### src/ubxr_pkg.sv
// ----------------------------------------------------------------------------
// ubxr_pkg
// Shared constants and types for the UBX frame receiver.
// ----------------------------------------------------------------------------
package ubxr_pkg;

   // frame sync pair
   localparam logic [7:0] SYNC_FIRST  = 8'hB5;
   localparam logic [7:0] SYNC_SECOND = 8'h62;

   // request opcodes
   localparam logic OP_BYTE = 1'b0;
   localparam logic OP_TICK = 1'b1;

   // result kinds
   localparam logic [1:0] KIND_BODY    = 2'd0;
   localparam logic [1:0] KIND_GOOD    = 2'd1;
   localparam logic [1:0] KIND_BAD     = 2'd2;
   localparam logic [1:0] KIND_TIMEOUT = 2'd3;

   // register file
   localparam int            CSR_ADDR_W      = 3;
   localparam int            CSR_DATA_W      = 32;
   localparam logic          CSR_TIMEOUT     = 1'b0;
   localparam logic [15:0]   TIMEOUT_RESET   = 16'd1000;

   // decoupling queue
   localparam int QUEUE_DEPTH = 4;
   localparam int QPTR_W      = $clog2(QUEUE_DEPTH);
   localparam int QCNT_W      = $clog2(QUEUE_DEPTH + 1);

   // classified beat as held in the queue
   typedef struct packed {
      logic       is_tick;
      logic       sync_first;
      logic       sync_second;
      logic [7:0] data;
   } entry_type;

   // front -> queue
   typedef struct packed {
      logic      valid;
      entry_type entry;
   } push_type;

   // queue -> back
   typedef struct packed {
      logic      valid;
      entry_type entry;
   } head_type;

endpackage

### src/ubxr_channels.sv
// ----------------------------------------------------------------------------
// ubxr channels
// Valid/ready channel interfaces for request and response beats.
// ----------------------------------------------------------------------------
interface ubxr_req_if;
   logic       valid;
   logic       ready;
   logic       opcode;
   logic [7:0] rx_byte;

   modport source (output valid, output opcode, output rx_byte, input ready);
   modport sink   (input valid, input opcode, input rx_byte, output ready);
endinterface

interface ubxr_rsp_if;
   logic        valid;
   logic        ready;
   logic [1:0]  kind;
   logic [7:0]  out_byte;
   logic [15:0] byte_offset;
   logic [7:0]  msg_class;
   logic [7:0]  msg_ident;
   logic [15:0] body_length;

   modport source (output valid, output kind, output out_byte, output byte_offset,
                   output msg_class, output msg_ident, output body_length,
                   input ready);
   modport sink   (input valid, input kind, input out_byte, input byte_offset,
                   input msg_class, input msg_ident, input body_length,
                   output ready);
endinterface

### src/ubxr_front.sv
// ----------------------------------------------------------------------------
// ubxr_front
// Accepts request beats and tags them (tick, sync byte matches) for the queue.
// ----------------------------------------------------------------------------
module ubxr_front (
   ubxr_req_if.sink         req_ch,
   input  logic             queue_full,
   output ubxr_pkg::push_type push
);
   import ubxr_pkg::*;

   assign req_ch.ready = !queue_full;

   always_comb begin
      push.valid             = req_ch.valid;
      push.entry.is_tick     = (req_ch.opcode == OP_TICK);
      push.entry.sync_first  = (req_ch.rx_byte == SYNC_FIRST);
      push.entry.sync_second = (req_ch.rx_byte == SYNC_SECOND);
      push.entry.data        = req_ch.rx_byte;
   end

endmodule

### src/ubxr_queue.sv
// ----------------------------------------------------------------------------
// ubxr_queue
// Short FIFO between the front and the parser.
// ----------------------------------------------------------------------------
module ubxr_queue (
   input  logic               clock,
   input  logic               reset,
   input  ubxr_pkg::push_type push,
   output logic               full,
   output ubxr_pkg::head_type head,
   input  logic               pop
);
   import ubxr_pkg::*;

   entry_type           slot_ff [QUEUE_DEPTH];
   logic [QPTR_W-1:0]   wr_ptr_ff, wr_ptr_in;
   logic [QPTR_W-1:0]   rd_ptr_ff, rd_ptr_in;
   logic [QCNT_W-1:0]   count_ff,  count_in;
   logic                push_fire, pop_fire;

   assign full      = (count_ff == QCNT_W'(QUEUE_DEPTH));
   assign push_fire = push.valid && !full;
   assign pop_fire  = pop && (count_ff != '0);

   assign head.valid = (count_ff != '0);
   assign head.entry = slot_ff[rd_ptr_ff];

   always_comb begin
      wr_ptr_in = push_fire ? wr_ptr_ff + 1'b1 : wr_ptr_ff;
      rd_ptr_in = pop_fire  ? rd_ptr_ff + 1'b1 : rd_ptr_ff;
      count_in  = count_ff;
      if (push_fire && !pop_fire) begin
         count_in = count_ff + 1'b1;
      end else if (pop_fire && !push_fire) begin
         count_in = count_ff - 1'b1;
      end
   end

   always_ff @(posedge clock) begin
      if (reset) begin
         wr_ptr_ff <= '0;
         rd_ptr_ff <= '0;
         count_ff  <= '0;
      end else begin
         wr_ptr_ff <= wr_ptr_in;
         rd_ptr_ff <= rd_ptr_in;
         count_ff  <= count_in;
      end
   end

   always_ff @(posedge clock) begin
      if (push_fire) begin
         slot_ff[wr_ptr_ff] <= push.entry;
      end
   end

endmodule

### src/ubxr_back.sv
// ----------------------------------------------------------------------------
// ubxr_back
// Frame parser: sync hunt, header, body, Fletcher check, tick timeout,
// with a registered response slot.
// ----------------------------------------------------------------------------
module ubxr_back (
   input  logic               clock,
   input  logic               reset,
   input  logic [15:0]        timeout_ticks,
   input  ubxr_pkg::head_type head,
   output logic               pop,
   ubxr_rsp_if.source         rsp_ch
);
   import ubxr_pkg::*;

   localparam logic [3:0] PH_HUNT1  = 4'd0;
   localparam logic [3:0] PH_HUNT2  = 4'd1;
   localparam logic [3:0] PH_CLASS  = 4'd2;
   localparam logic [3:0] PH_IDENT  = 4'd3;
   localparam logic [3:0] PH_LEN_LO = 4'd4;
   localparam logic [3:0] PH_LEN_HI = 4'd5;
   localparam logic [3:0] PH_BODY   = 4'd6;
   localparam logic [3:0] PH_CK_A   = 4'd7;
   localparam logic [3:0] PH_CK_B   = 4'd8;

   logic [3:0]  phase_ff,  phase_in;
   logic [7:0]  sum_a_ff,  sum_a_in;
   logic [7:0]  sum_b_ff,  sum_b_in;
   logic [7:0]  class_ff,  class_in;
   logic [7:0]  ident_ff,  ident_in;
   logic [15:0] length_ff, length_in;
   logic [15:0] count_ff,  count_in;
   logic [7:0]  check_ff,  check_in;
   logic [15:0] ticks_ff,  ticks_in;

   logic        rsp_valid_ff, rsp_valid_in;
   logic [1:0]  kind_ff,   kind_in;
   logic [7:0]  byte_ff,   byte_in;
   logic [15:0] offset_ff, offset_in;
   logic [7:0]  oclass_ff, oclass_in;
   logic [7:0]  oident_ff, oident_in;
   logic [15:0] olength_ff, olength_in;

   logic        pop_fire;
   logic        emit;
   logic [1:0]  emit_kind;
   logic [7:0]  emit_byte;
   logic [15:0] emit_offset;
   logic [7:0]  sum_a_next, sum_b_next;
   logic [15:0] ticks_next, count_next;
   entry_type   e;

   assign e          = head.entry;
   assign pop_fire   = head.valid && (!rsp_valid_ff || rsp_ch.ready);
   assign pop        = pop_fire;
   assign sum_a_next = sum_a_ff + e.data;
   assign sum_b_next = sum_b_ff + sum_a_next;
   assign ticks_next = (ticks_ff != 16'hFFFF) ? ticks_ff + 16'd1 : ticks_ff;
   assign count_next = count_ff + 16'd1;

   always_comb begin
      phase_in    = phase_ff;
      sum_a_in    = sum_a_ff;
      sum_b_in    = sum_b_ff;
      class_in    = class_ff;
      ident_in    = ident_ff;
      length_in   = length_ff;
      count_in    = count_ff;
      check_in    = check_ff;
      ticks_in    = ticks_ff;
      emit        = 1'b0;
      emit_kind   = KIND_BODY;
      emit_byte   = '0;
      emit_offset = '0;
      if (pop_fire) begin
         if (e.is_tick) begin
            // ticks only count inside a frame
            if (phase_ff != PH_HUNT1 && phase_ff != PH_HUNT2) begin
               ticks_in = ticks_next;
               if (ticks_next >= timeout_ticks) begin
                  emit      = 1'b1;
                  emit_kind = KIND_TIMEOUT;
                  phase_in  = PH_HUNT1;
               end
            end
         end else begin
            unique case (phase_ff)
               PH_HUNT1: begin
                  if (e.sync_first) phase_in = PH_HUNT2;
               end
               PH_HUNT2: begin
                  if (e.sync_second) begin
                     sum_a_in  = '0;
                     sum_b_in  = '0;
                     class_in  = '0;
                     ident_in  = '0;
                     length_in = '0;
                     count_in  = '0;
                     check_in  = '0;
                     ticks_in  = '0;
                     phase_in  = PH_CLASS;
                  end else begin
                     // no recheck as first sync byte
                     phase_in = PH_HUNT1;
                  end
               end
               PH_CLASS: begin
                  class_in = e.data;
                  sum_a_in = sum_a_next;
                  sum_b_in = sum_b_next;
                  phase_in = PH_IDENT;
               end
               PH_IDENT: begin
                  ident_in = e.data;
                  sum_a_in = sum_a_next;
                  sum_b_in = sum_b_next;
                  phase_in = PH_LEN_LO;
               end
               PH_LEN_LO: begin
                  length_in = {8'd0, e.data};
                  sum_a_in  = sum_a_next;
                  sum_b_in  = sum_b_next;
                  phase_in  = PH_LEN_HI;
               end
               PH_LEN_HI: begin
                  length_in = {e.data, length_ff[7:0]};
                  sum_a_in  = sum_a_next;
                  sum_b_in  = sum_b_next;
                  count_in  = '0;
                  phase_in  = ({e.data, length_ff[7:0]} == 16'd0) ? PH_CK_A : PH_BODY;
               end
               PH_BODY: begin
                  sum_a_in    = sum_a_next;
                  sum_b_in    = sum_b_next;
                  emit        = 1'b1;
                  emit_kind   = KIND_BODY;
                  emit_byte   = e.data;
                  emit_offset = count_ff;
                  count_in    = count_next;
                  if (count_next >= length_ff) phase_in = PH_CK_A;
               end
               PH_CK_A: begin
                  check_in = e.data;
                  phase_in = PH_CK_B;
               end
               PH_CK_B: begin
                  emit      = 1'b1;
                  emit_kind = (check_ff == sum_a_ff && e.data == sum_b_ff) ?
                              KIND_GOOD : KIND_BAD;
                  phase_in  = PH_HUNT1;
               end
               default: begin
                  phase_in = PH_HUNT1;
               end
            endcase
         end
      end
   end

   // response slot
   always_comb begin
      rsp_valid_in = rsp_valid_ff;
      kind_in      = kind_ff;
      byte_in      = byte_ff;
      offset_in    = offset_ff;
      oclass_in    = oclass_ff;
      oident_in    = oident_ff;
      olength_in   = olength_ff;
      if (pop_fire && emit) begin
         rsp_valid_in = 1'b1;
         kind_in      = emit_kind;
         byte_in      = emit_byte;
         offset_in    = emit_offset;
         oclass_in    = class_ff;
         oident_in    = ident_ff;
         olength_in   = length_ff;
      end else if (rsp_ch.ready) begin
         rsp_valid_in = 1'b0;
      end
   end

   always_ff @(posedge clock) begin
      if (reset) begin
         phase_ff     <= PH_HUNT1;
         sum_a_ff     <= '0;
         sum_b_ff     <= '0;
         class_ff     <= '0;
         ident_ff     <= '0;
         length_ff    <= '0;
         count_ff     <= '0;
         check_ff     <= '0;
         ticks_ff     <= '0;
         rsp_valid_ff <= 1'b0;
      end else begin
         phase_ff     <= phase_in;
         sum_a_ff     <= sum_a_in;
         sum_b_ff     <= sum_b_in;
         class_ff     <= class_in;
         ident_ff     <= ident_in;
         length_ff    <= length_in;
         count_ff     <= count_in;
         check_ff     <= check_in;
         ticks_ff     <= ticks_in;
         rsp_valid_ff <= rsp_valid_in;
      end
   end

   always_ff @(posedge clock) begin
      kind_ff    <= kind_in;
      byte_ff    <= byte_in;
      offset_ff  <= offset_in;
      oclass_ff  <= oclass_in;
      oident_ff  <= oident_in;
      olength_ff <= olength_in;
   end

   assign rsp_ch.valid       = rsp_valid_ff;
   assign rsp_ch.kind        = kind_ff;
   assign rsp_ch.out_byte    = byte_ff;
   assign rsp_ch.byte_offset = offset_ff;
   assign rsp_ch.msg_class   = oclass_ff;
   assign rsp_ch.msg_ident   = oident_ff;
   assign rsp_ch.body_length = olength_ff;

endmodule

### src/ubx_frame_receiver_core.sv
// ----------------------------------------------------------------------------
// ubx_frame_receiver_core
// UBX frame receiver: sync hunt, header capture, body byte stream,
// 8-bit Fletcher check and tick-driven frame timeout.
// ----------------------------------------------------------------------------
// Each request beat is a received byte or a time tick. Sustained rate is one
// beat per clock while the response side keeps up. A beat is written into a
// four-entry queue on the edge it is accepted; the parser takes it from the
// queue head and registers its response (if any) in the response register.
// The rate is set by the combinational parser step in the back end; the
// queue absorbs response-side stalls, and the request side only stalls once
// four beats are waiting. The response register is reloaded in the same
// cycle it is taken. There is no clearing pass after reset. Register map
// (APB, 32-bit data): offset 0x0 holds timeout_ticks in bits 15:0, reset
// 1000; offset 0x4 reads as zero.
// ----------------------------------------------------------------------------
module ubx_frame_receiver_core (
   input  logic                               clock,
   input  logic                               reset,
   ubxr_req_if.sink                           req_ch,
   ubxr_rsp_if.source                         rsp_ch,
   input  logic                               psel,
   input  logic                               penable,
   input  logic                               pwrite,
   input  logic [ubxr_pkg::CSR_ADDR_W-1:0]    paddr,
   input  logic [ubxr_pkg::CSR_DATA_W-1:0]    pwdata,
   output logic [ubxr_pkg::CSR_DATA_W-1:0]    prdata,
   output logic                               pready
);
   import ubxr_pkg::*;

   logic [15:0] timeout_ff, timeout_in;
   logic        csr_write;
   logic        csr_index;
   push_type    push;
   head_type    head;
   logic        queue_full;
   logic        pop;

   // --- register file ------------------------------------------------------
   // zero-wait APB; word index is the address above the byte lanes
   assign pready    = 1'b1;
   assign csr_index = paddr[CSR_ADDR_W-1];
   assign csr_write = psel && penable && pwrite;

   always_comb begin
      timeout_in = timeout_ff;
      if (csr_write && csr_index == CSR_TIMEOUT) begin
         timeout_in = pwdata[15:0];
      end
   end

   always_ff @(posedge clock) begin
      if (reset) begin
         timeout_ff <= TIMEOUT_RESET;
      end else begin
         timeout_ff <= timeout_in;
      end
   end

   always_comb begin
      prdata = '0;
      if (csr_index == CSR_TIMEOUT) begin
         prdata = {{(CSR_DATA_W-16){1'b0}}, timeout_ff};
      end
   end

   // --- front end: accept and tag beats ------------------------------------
   ubxr_front u_front (
      .req_ch     (req_ch),
      .queue_full (queue_full),
      .push       (push)
   );

   // --- decoupling queue ---------------------------------------------------
   ubxr_queue u_queue (
      .clock (clock),
      .reset (reset),
      .push  (push),
      .full  (queue_full),
      .head  (head),
      .pop   (pop)
   );

   // --- back end: frame parser and response register -----------------------
   ubxr_back u_back (
      .clock         (clock),
      .reset         (reset),
      .timeout_ticks (timeout_ff),
      .head          (head),
      .pop           (pop),
      .rsp_ch        (rsp_ch)
   );

endmodule

### src/flat_wrapper.sv
// flat-port wrapper written by rule: the top's interface ports become plain ports
module ubx_frame_receiver_core_flat import ubxr_pkg::*;
  (clock, reset, psel, penable, pwrite, paddr, pwdata, prdata, pready, req_ch_valid, req_ch_opcode, req_ch_rx_byte, req_ch_ready, rsp_ch_valid, rsp_ch_kind, rsp_ch_out_byte, rsp_ch_byte_offset, rsp_ch_msg_class, rsp_ch_msg_ident, rsp_ch_body_length, rsp_ch_ready);
  ubxr_req_if req_ch_i ();
  ubxr_rsp_if rsp_ch_i ();
  input  logic clock;
  input  logic reset;
  input  logic psel;
  input  logic penable;
  input  logic pwrite;
  input  logic [ubxr_pkg::CSR_ADDR_W-1:0] paddr;
  input  logic [ubxr_pkg::CSR_DATA_W-1:0] pwdata;
  output logic [ubxr_pkg::CSR_DATA_W-1:0] prdata;
  output logic pready;
  input wire logic [$bits(req_ch_i.valid)-1:0] req_ch_valid;
  input wire logic [$bits(req_ch_i.opcode)-1:0] req_ch_opcode;
  input wire logic [$bits(req_ch_i.rx_byte)-1:0] req_ch_rx_byte;
  output wire logic [$bits(req_ch_i.ready)-1:0] req_ch_ready;
  output wire logic [$bits(rsp_ch_i.valid)-1:0] rsp_ch_valid;
  output wire logic [$bits(rsp_ch_i.kind)-1:0] rsp_ch_kind;
  output wire logic [$bits(rsp_ch_i.out_byte)-1:0] rsp_ch_out_byte;
  output wire logic [$bits(rsp_ch_i.byte_offset)-1:0] rsp_ch_byte_offset;
  output wire logic [$bits(rsp_ch_i.msg_class)-1:0] rsp_ch_msg_class;
  output wire logic [$bits(rsp_ch_i.msg_ident)-1:0] rsp_ch_msg_ident;
  output wire logic [$bits(rsp_ch_i.body_length)-1:0] rsp_ch_body_length;
  input wire logic [$bits(rsp_ch_i.ready)-1:0] rsp_ch_ready;
  assign req_ch_i.valid = req_ch_valid;
  assign req_ch_i.opcode = req_ch_opcode;
  assign req_ch_i.rx_byte = req_ch_rx_byte;
  assign req_ch_ready = req_ch_i.ready;
  assign rsp_ch_valid = rsp_ch_i.valid;
  assign rsp_ch_kind = rsp_ch_i.kind;
  assign rsp_ch_out_byte = rsp_ch_i.out_byte;
  assign rsp_ch_byte_offset = rsp_ch_i.byte_offset;
  assign rsp_ch_msg_class = rsp_ch_i.msg_class;
  assign rsp_ch_msg_ident = rsp_ch_i.msg_ident;
  assign rsp_ch_body_length = rsp_ch_i.body_length;
  assign rsp_ch_i.ready = rsp_ch_ready;
  ubx_frame_receiver_core u_core (.clock(clock), .reset(reset), .req_ch(req_ch_i), .rsp_ch(rsp_ch_i), .psel(psel), .penable(penable), .pwrite(pwrite), .paddr(paddr), .pwdata(pwdata), .prdata(prdata), .pready(pready));
endmodule
### config.mk
export PLATFORM = sky130hd
export DESIGN_NAME = ubx_frame_receiver_core_flat
export DESIGN_NICKNAME = d
export VERILOG_FILES = /design/src/ubxr_pkg.sv /design/src/ubxr_channels.sv /design/src/ubxr_front.sv /design/src/ubxr_queue.sv /design/src/ubxr_back.sv /design/src/ubx_frame_receiver_core.sv /design/src/flat_wrapper.sv
export SDC_FILE = /design/constraint.sdc
export NUM_CORES = 1
export LEC_CHECK = 0
export BUFFER_PORTS_ARGS = -buffer_cell sky130_fd_sc_hd__buf_2
export CAP_MARGIN = 20
export CORE_MARGIN = 1
export CORE_UTILIZATION = 54
export DETAILED_ROUTE_END_ITERATION = 6
export PLACE_DENSITY = 0.82
export SYNTH_ARGS = -nofsm -noshare
export SYNTH_HDL_FRONTEND = slang
export SYNTH_HIERARCHICAL = 1
export SYNTH_SLANG_ARGS = --single-unit
### constraint.sdc
create_clock -name clock -period 5.6 [get_ports clock]
set_input_delay 1.12 -clock clock [delete_from_list [all_inputs] [get_ports clock]]
set_output_delay 1.12 -clock clock [all_outputs]
set_load 0.01 [all_outputs]
==> impl_metrics.py <==
metrics = {
    "critical_path": {
        "reg2reg_to": "u_core/u_back/rsp_ch.out_byte[0]",
        "end_kind": "flop",
        "startpoint_type": "flop",
        "startpoint": "u_core/u_back/ticks_ff[0]",
        "r2r_slack_ns": 1.33,
        "crit_path_max_fanout": 35,
        "required_ns": 5.81,
        "reg2reg_from": "u_core/u_back/ticks_ff[0]",
        "setup.worst_path.end": "u_core/u_back/rsp_ch.out_byte[0]",
        "setup.worst_path.class": "reg2reg",
        "worstRegToRegCells": 14,
        "critPathArrivalTime_ns": 4.48,
    },
    "sta": {
        "fin_crit_ns": 4.27,
        "maxSlewViolCount": 0,
        "relSlewSlack_pct": 30.8,
        "setup_viol": 0,
        "min_period_over_period_pct": 76.3,
        "fin_worst_skew_ns": 0.00958,
        "fin_ws_ns": 1.33,
        "rsz0062_at_grt": "false",
        "timing.final.hold_violations": 0,
        "tightestPinTransition_ns": 1.03,
        "fin_setup_tns_ns": 0,
        "max_freq_ghz": 0.234,
    },
    "floorplan": {
        "fp.dieArea_um2": 20800,
        "start_util_pct": 55.7,
        "die_h_um": 144,
        "core_area_um2": 19700,
        "pin_count": 144,
        "die_w_um": 144,
        "fp-row-count": 51,
    },
    "synthesis": {
        "synth_cells": 1069,
        "async_reset_ff_share_pct": 0,
        "synth_edf_count": 102,
        "ys_seq_area_share_pct": 49.6,
        "yosys_register_bits": 220,
        "avgSynthCellArea_um2": 10.2,
        "mappedNetlistArea_um2": 10900,
        "synthFlopType": "dfxtp_1",
        "yosysWarnings": 6,
        "yosys.cell_types.count": 67,
    },
    "global_route": {
        "grt_usage_pct": 22.3,
        "overflow": 0,
        "grt_max_degree": 88,
        "grt_pass1_vias": 7307,
        "grt_first_pass_wirelength_um": 36800,
        "antenna_found_initial": 0,
    },
    "cts": {
        "clock_latency_ns": 0.51,
        "hold_buffers": 0,
        "path_clk_slew_ns": 0.06,
        "cts_max_level": 1,
        "cts_tree": "built",
        "cts_root_buffer": "clkbuf_16",
        "cts_setup_buffers": 0,
        "cts_resized": 0,
        "cts_sinks": 220,
        "cts_inserted_buffers": 23,
        "cts_max_path_buffers": 3,
    },
    "routing": {
        "first_pass_iters": 7,
        "viasPerCell": 5.53,
        "wl_per_cell_um": 15.9,
        "vias": 7895,
        "drt-total-wl_um": 22700,
        "drc": 0,
        "antenna_left": 0,
        "drtIter0Drc": 498,
    },
    "final_layout": {
        "stdcell_count": 1427,
        "fillers": 1599,
        "final_common_cell": "dfxtp_1",
        "synthToLayoutAreaGrowth_pct": 12.0,
        "drive_above_1_share_pct": 16.3,
        "final_nets": 1252,
        "antenna_cells": 0,
        "layout_common_cells": "118 x dfxtp_1, 113 x nor2_1, 107 x buf_2",
    },
    "power": {
        "p_per_area_nw_per_um2": 329,
        "ir_drop_uv": 257,
        "leakagePower_nw": 4.84,
    },
    "placed_design": {
        "pre_cts_ws_ns": 1.38,
        "io_buffer_count": 108,
        "gp_congestion": 0.864,
        "dp_hpwl_um": 15300,
        "dp.cells": 1384,
    },
    "status": {
        "status": "completed",
    },
    "min_path": {
        "hold_class": "reg2reg",
    },
    "run": {
        "max_cap_violations": 0,
    },
}
state kept, by name, indices dropped and copies added, names as in the netlist, 3 cells and up, named ones only:
signal,count
u_core/timeout_ff,16
u_core/u_back/phase_ff,4
u_core/u_queue/slot_ff,44
u_core/u_back/class_ff,8
u_core/u_back/rsp_ch.msg_class,8
u_core/u_back/count_ff,16
u_core/u_back/rsp_ch.msg_ident,8
u_core/u_back/rsp_ch.byte_offset,16
u_core/u_queue/count_ff,3
u_core/u_back/sum_b_ff,8
u_core/u_back/sum_a_ff,8
u_core/u_back/rsp_ch.body_length,16
u_core/u_back/length_ff,16
u_core/u_back/ticks_ff,16
u_core/u_back/ident_ff,8
u_core/u_back/rsp_ch.out_byte,8
u_core/u_back/check_ff,8
cell usage after synthesis (all sizes together), types with 12 or more instances:
cell type	n	area [um^2]
a21oi	79	395
a22oi	28	210
and2	29	181
and3	16	100
buf	41	299
clkbuf	38	143
dfxtp	118	2360
edfxtp	102	3060
ha	53	663
inv	44	165
mux2i	19	190
nand2	64	243
nand2b	28	175
nand3	38	190
nor2	115	437
nor2b	12	75.1
nor3	14	80.1
nor4	15	130
o21ai	43	215
or3	12	80.1
xnor2	21	184
xor2	36	315
worst min-delay path by stage:
stage	start	to	slack (ns)	depth (start not counted)
detailed placement	u_core/u_back/ident_ff[0]	u_core/u_back/rsp_ch.msg_ident[0]	0.42	0
global placement	u_core/u_back/ident_ff[4]	u_core/u_back/rsp_ch.msg_ident[4]	0.42	0
finish	u_core/u_back/class_ff[2]	u_core/u_back/rsp_ch.msg_class[2]	0.44	0
CTS	u_core/u_back/ident_ff[7]	u_core/u_back/rsp_ch.msg_ident[7]	0.43	0
global route	u_core/u_back/ident_ff[0]	u_core/u_back/rsp_ch.msg_ident[0]	0.45	0
floorplan	u_core/u_back/ident_ff[0]	u_core/u_back/rsp_ch.msg_ident[0]	0.41	0
metal layers:
metal | vias up | track usage [%] | part of all wire (%)
li1 | 3897 | - | -
met1 | 3723 | 29.7 | 44
met2 | 230 | 37.8 | 48
met3 | 45 | 2.91 | 5.1
met4 | 0 | 6.54 | 2.4
met5 | - | 0 | 0
worst max-delay path, cell delays in order, from the launching register on:
cell	delay, ns
dfxtp_1	0.36
ha_1	0.26
and3_1	0.26
a21oi_1	0.44
nor3b_1	0.43
xor2_1	0.13
ha_1	0.32
nand2_1	0.07
o21ai_0	0.25
a21oi_1	0.11
o21ai_0	0.09
nand3_1	0.16
a21o_1	0.21
inv_2	0.54
buf_4	0.34
cells by family after synthesis:
family	Yosys count	synth area share, %
buf+inv	123	5.54
compound gates	196	11.0
other cells	2	0.0686
fa+ha+maj	56	6.61
xor+xnor	57	4.56
flops	220	49.6
simple gates	383	18.4
mux	32	4.21
area by class of cell:
| class | instances | area, um^2 | share of cell area [%] |
|---|---|---|---|
| Sequential cell | 220 | 5430 | 44.3 |
| Clock inverter | 16 | 168 | 1.37 |
| Multi-Input combinational cell | 741 | 4980 | 40.6 |
| Clock buffer | 26 | 597 | 4.87 |
| Tap cell | 265 | 332 | 2.70 |
| Inverter | 44 | 165 | 1.35 |
| Timing Repair Buffer | 115 | 596 | 4.86 |
per-stage QoR:
stage | hold WS (ns) | total power [mW] | util [%] | instance area (um^2)
floorplan | 0.408 | 2.35 | - | 11000
global placement | 0.417 | 2.48 | 58.4 | 11500
detailed placement | 0.419 | 2.51 | 58.4 | 11500
CTS | 0.434 | 4.04 | 62.3 | 12300
global route | 0.448 | 4.18 | 62.4 | 12300
finish | 0.436 | 4.03 | 62.4 | 12300
power breakdown:
| group | total, mW | switching, mW | internal, mW |
|---|---|---|---|
| clock network | 1.53 | 0.621 | 0.908 |
| logic | 0.705 | 0.450 | 0.256 |
| registers | 1.79 | 0.0619 | 1.73 |
| total | 4.03 | 1.13 | 2.89 |
No activity file was read; power rests on OpenSTA's default activity.
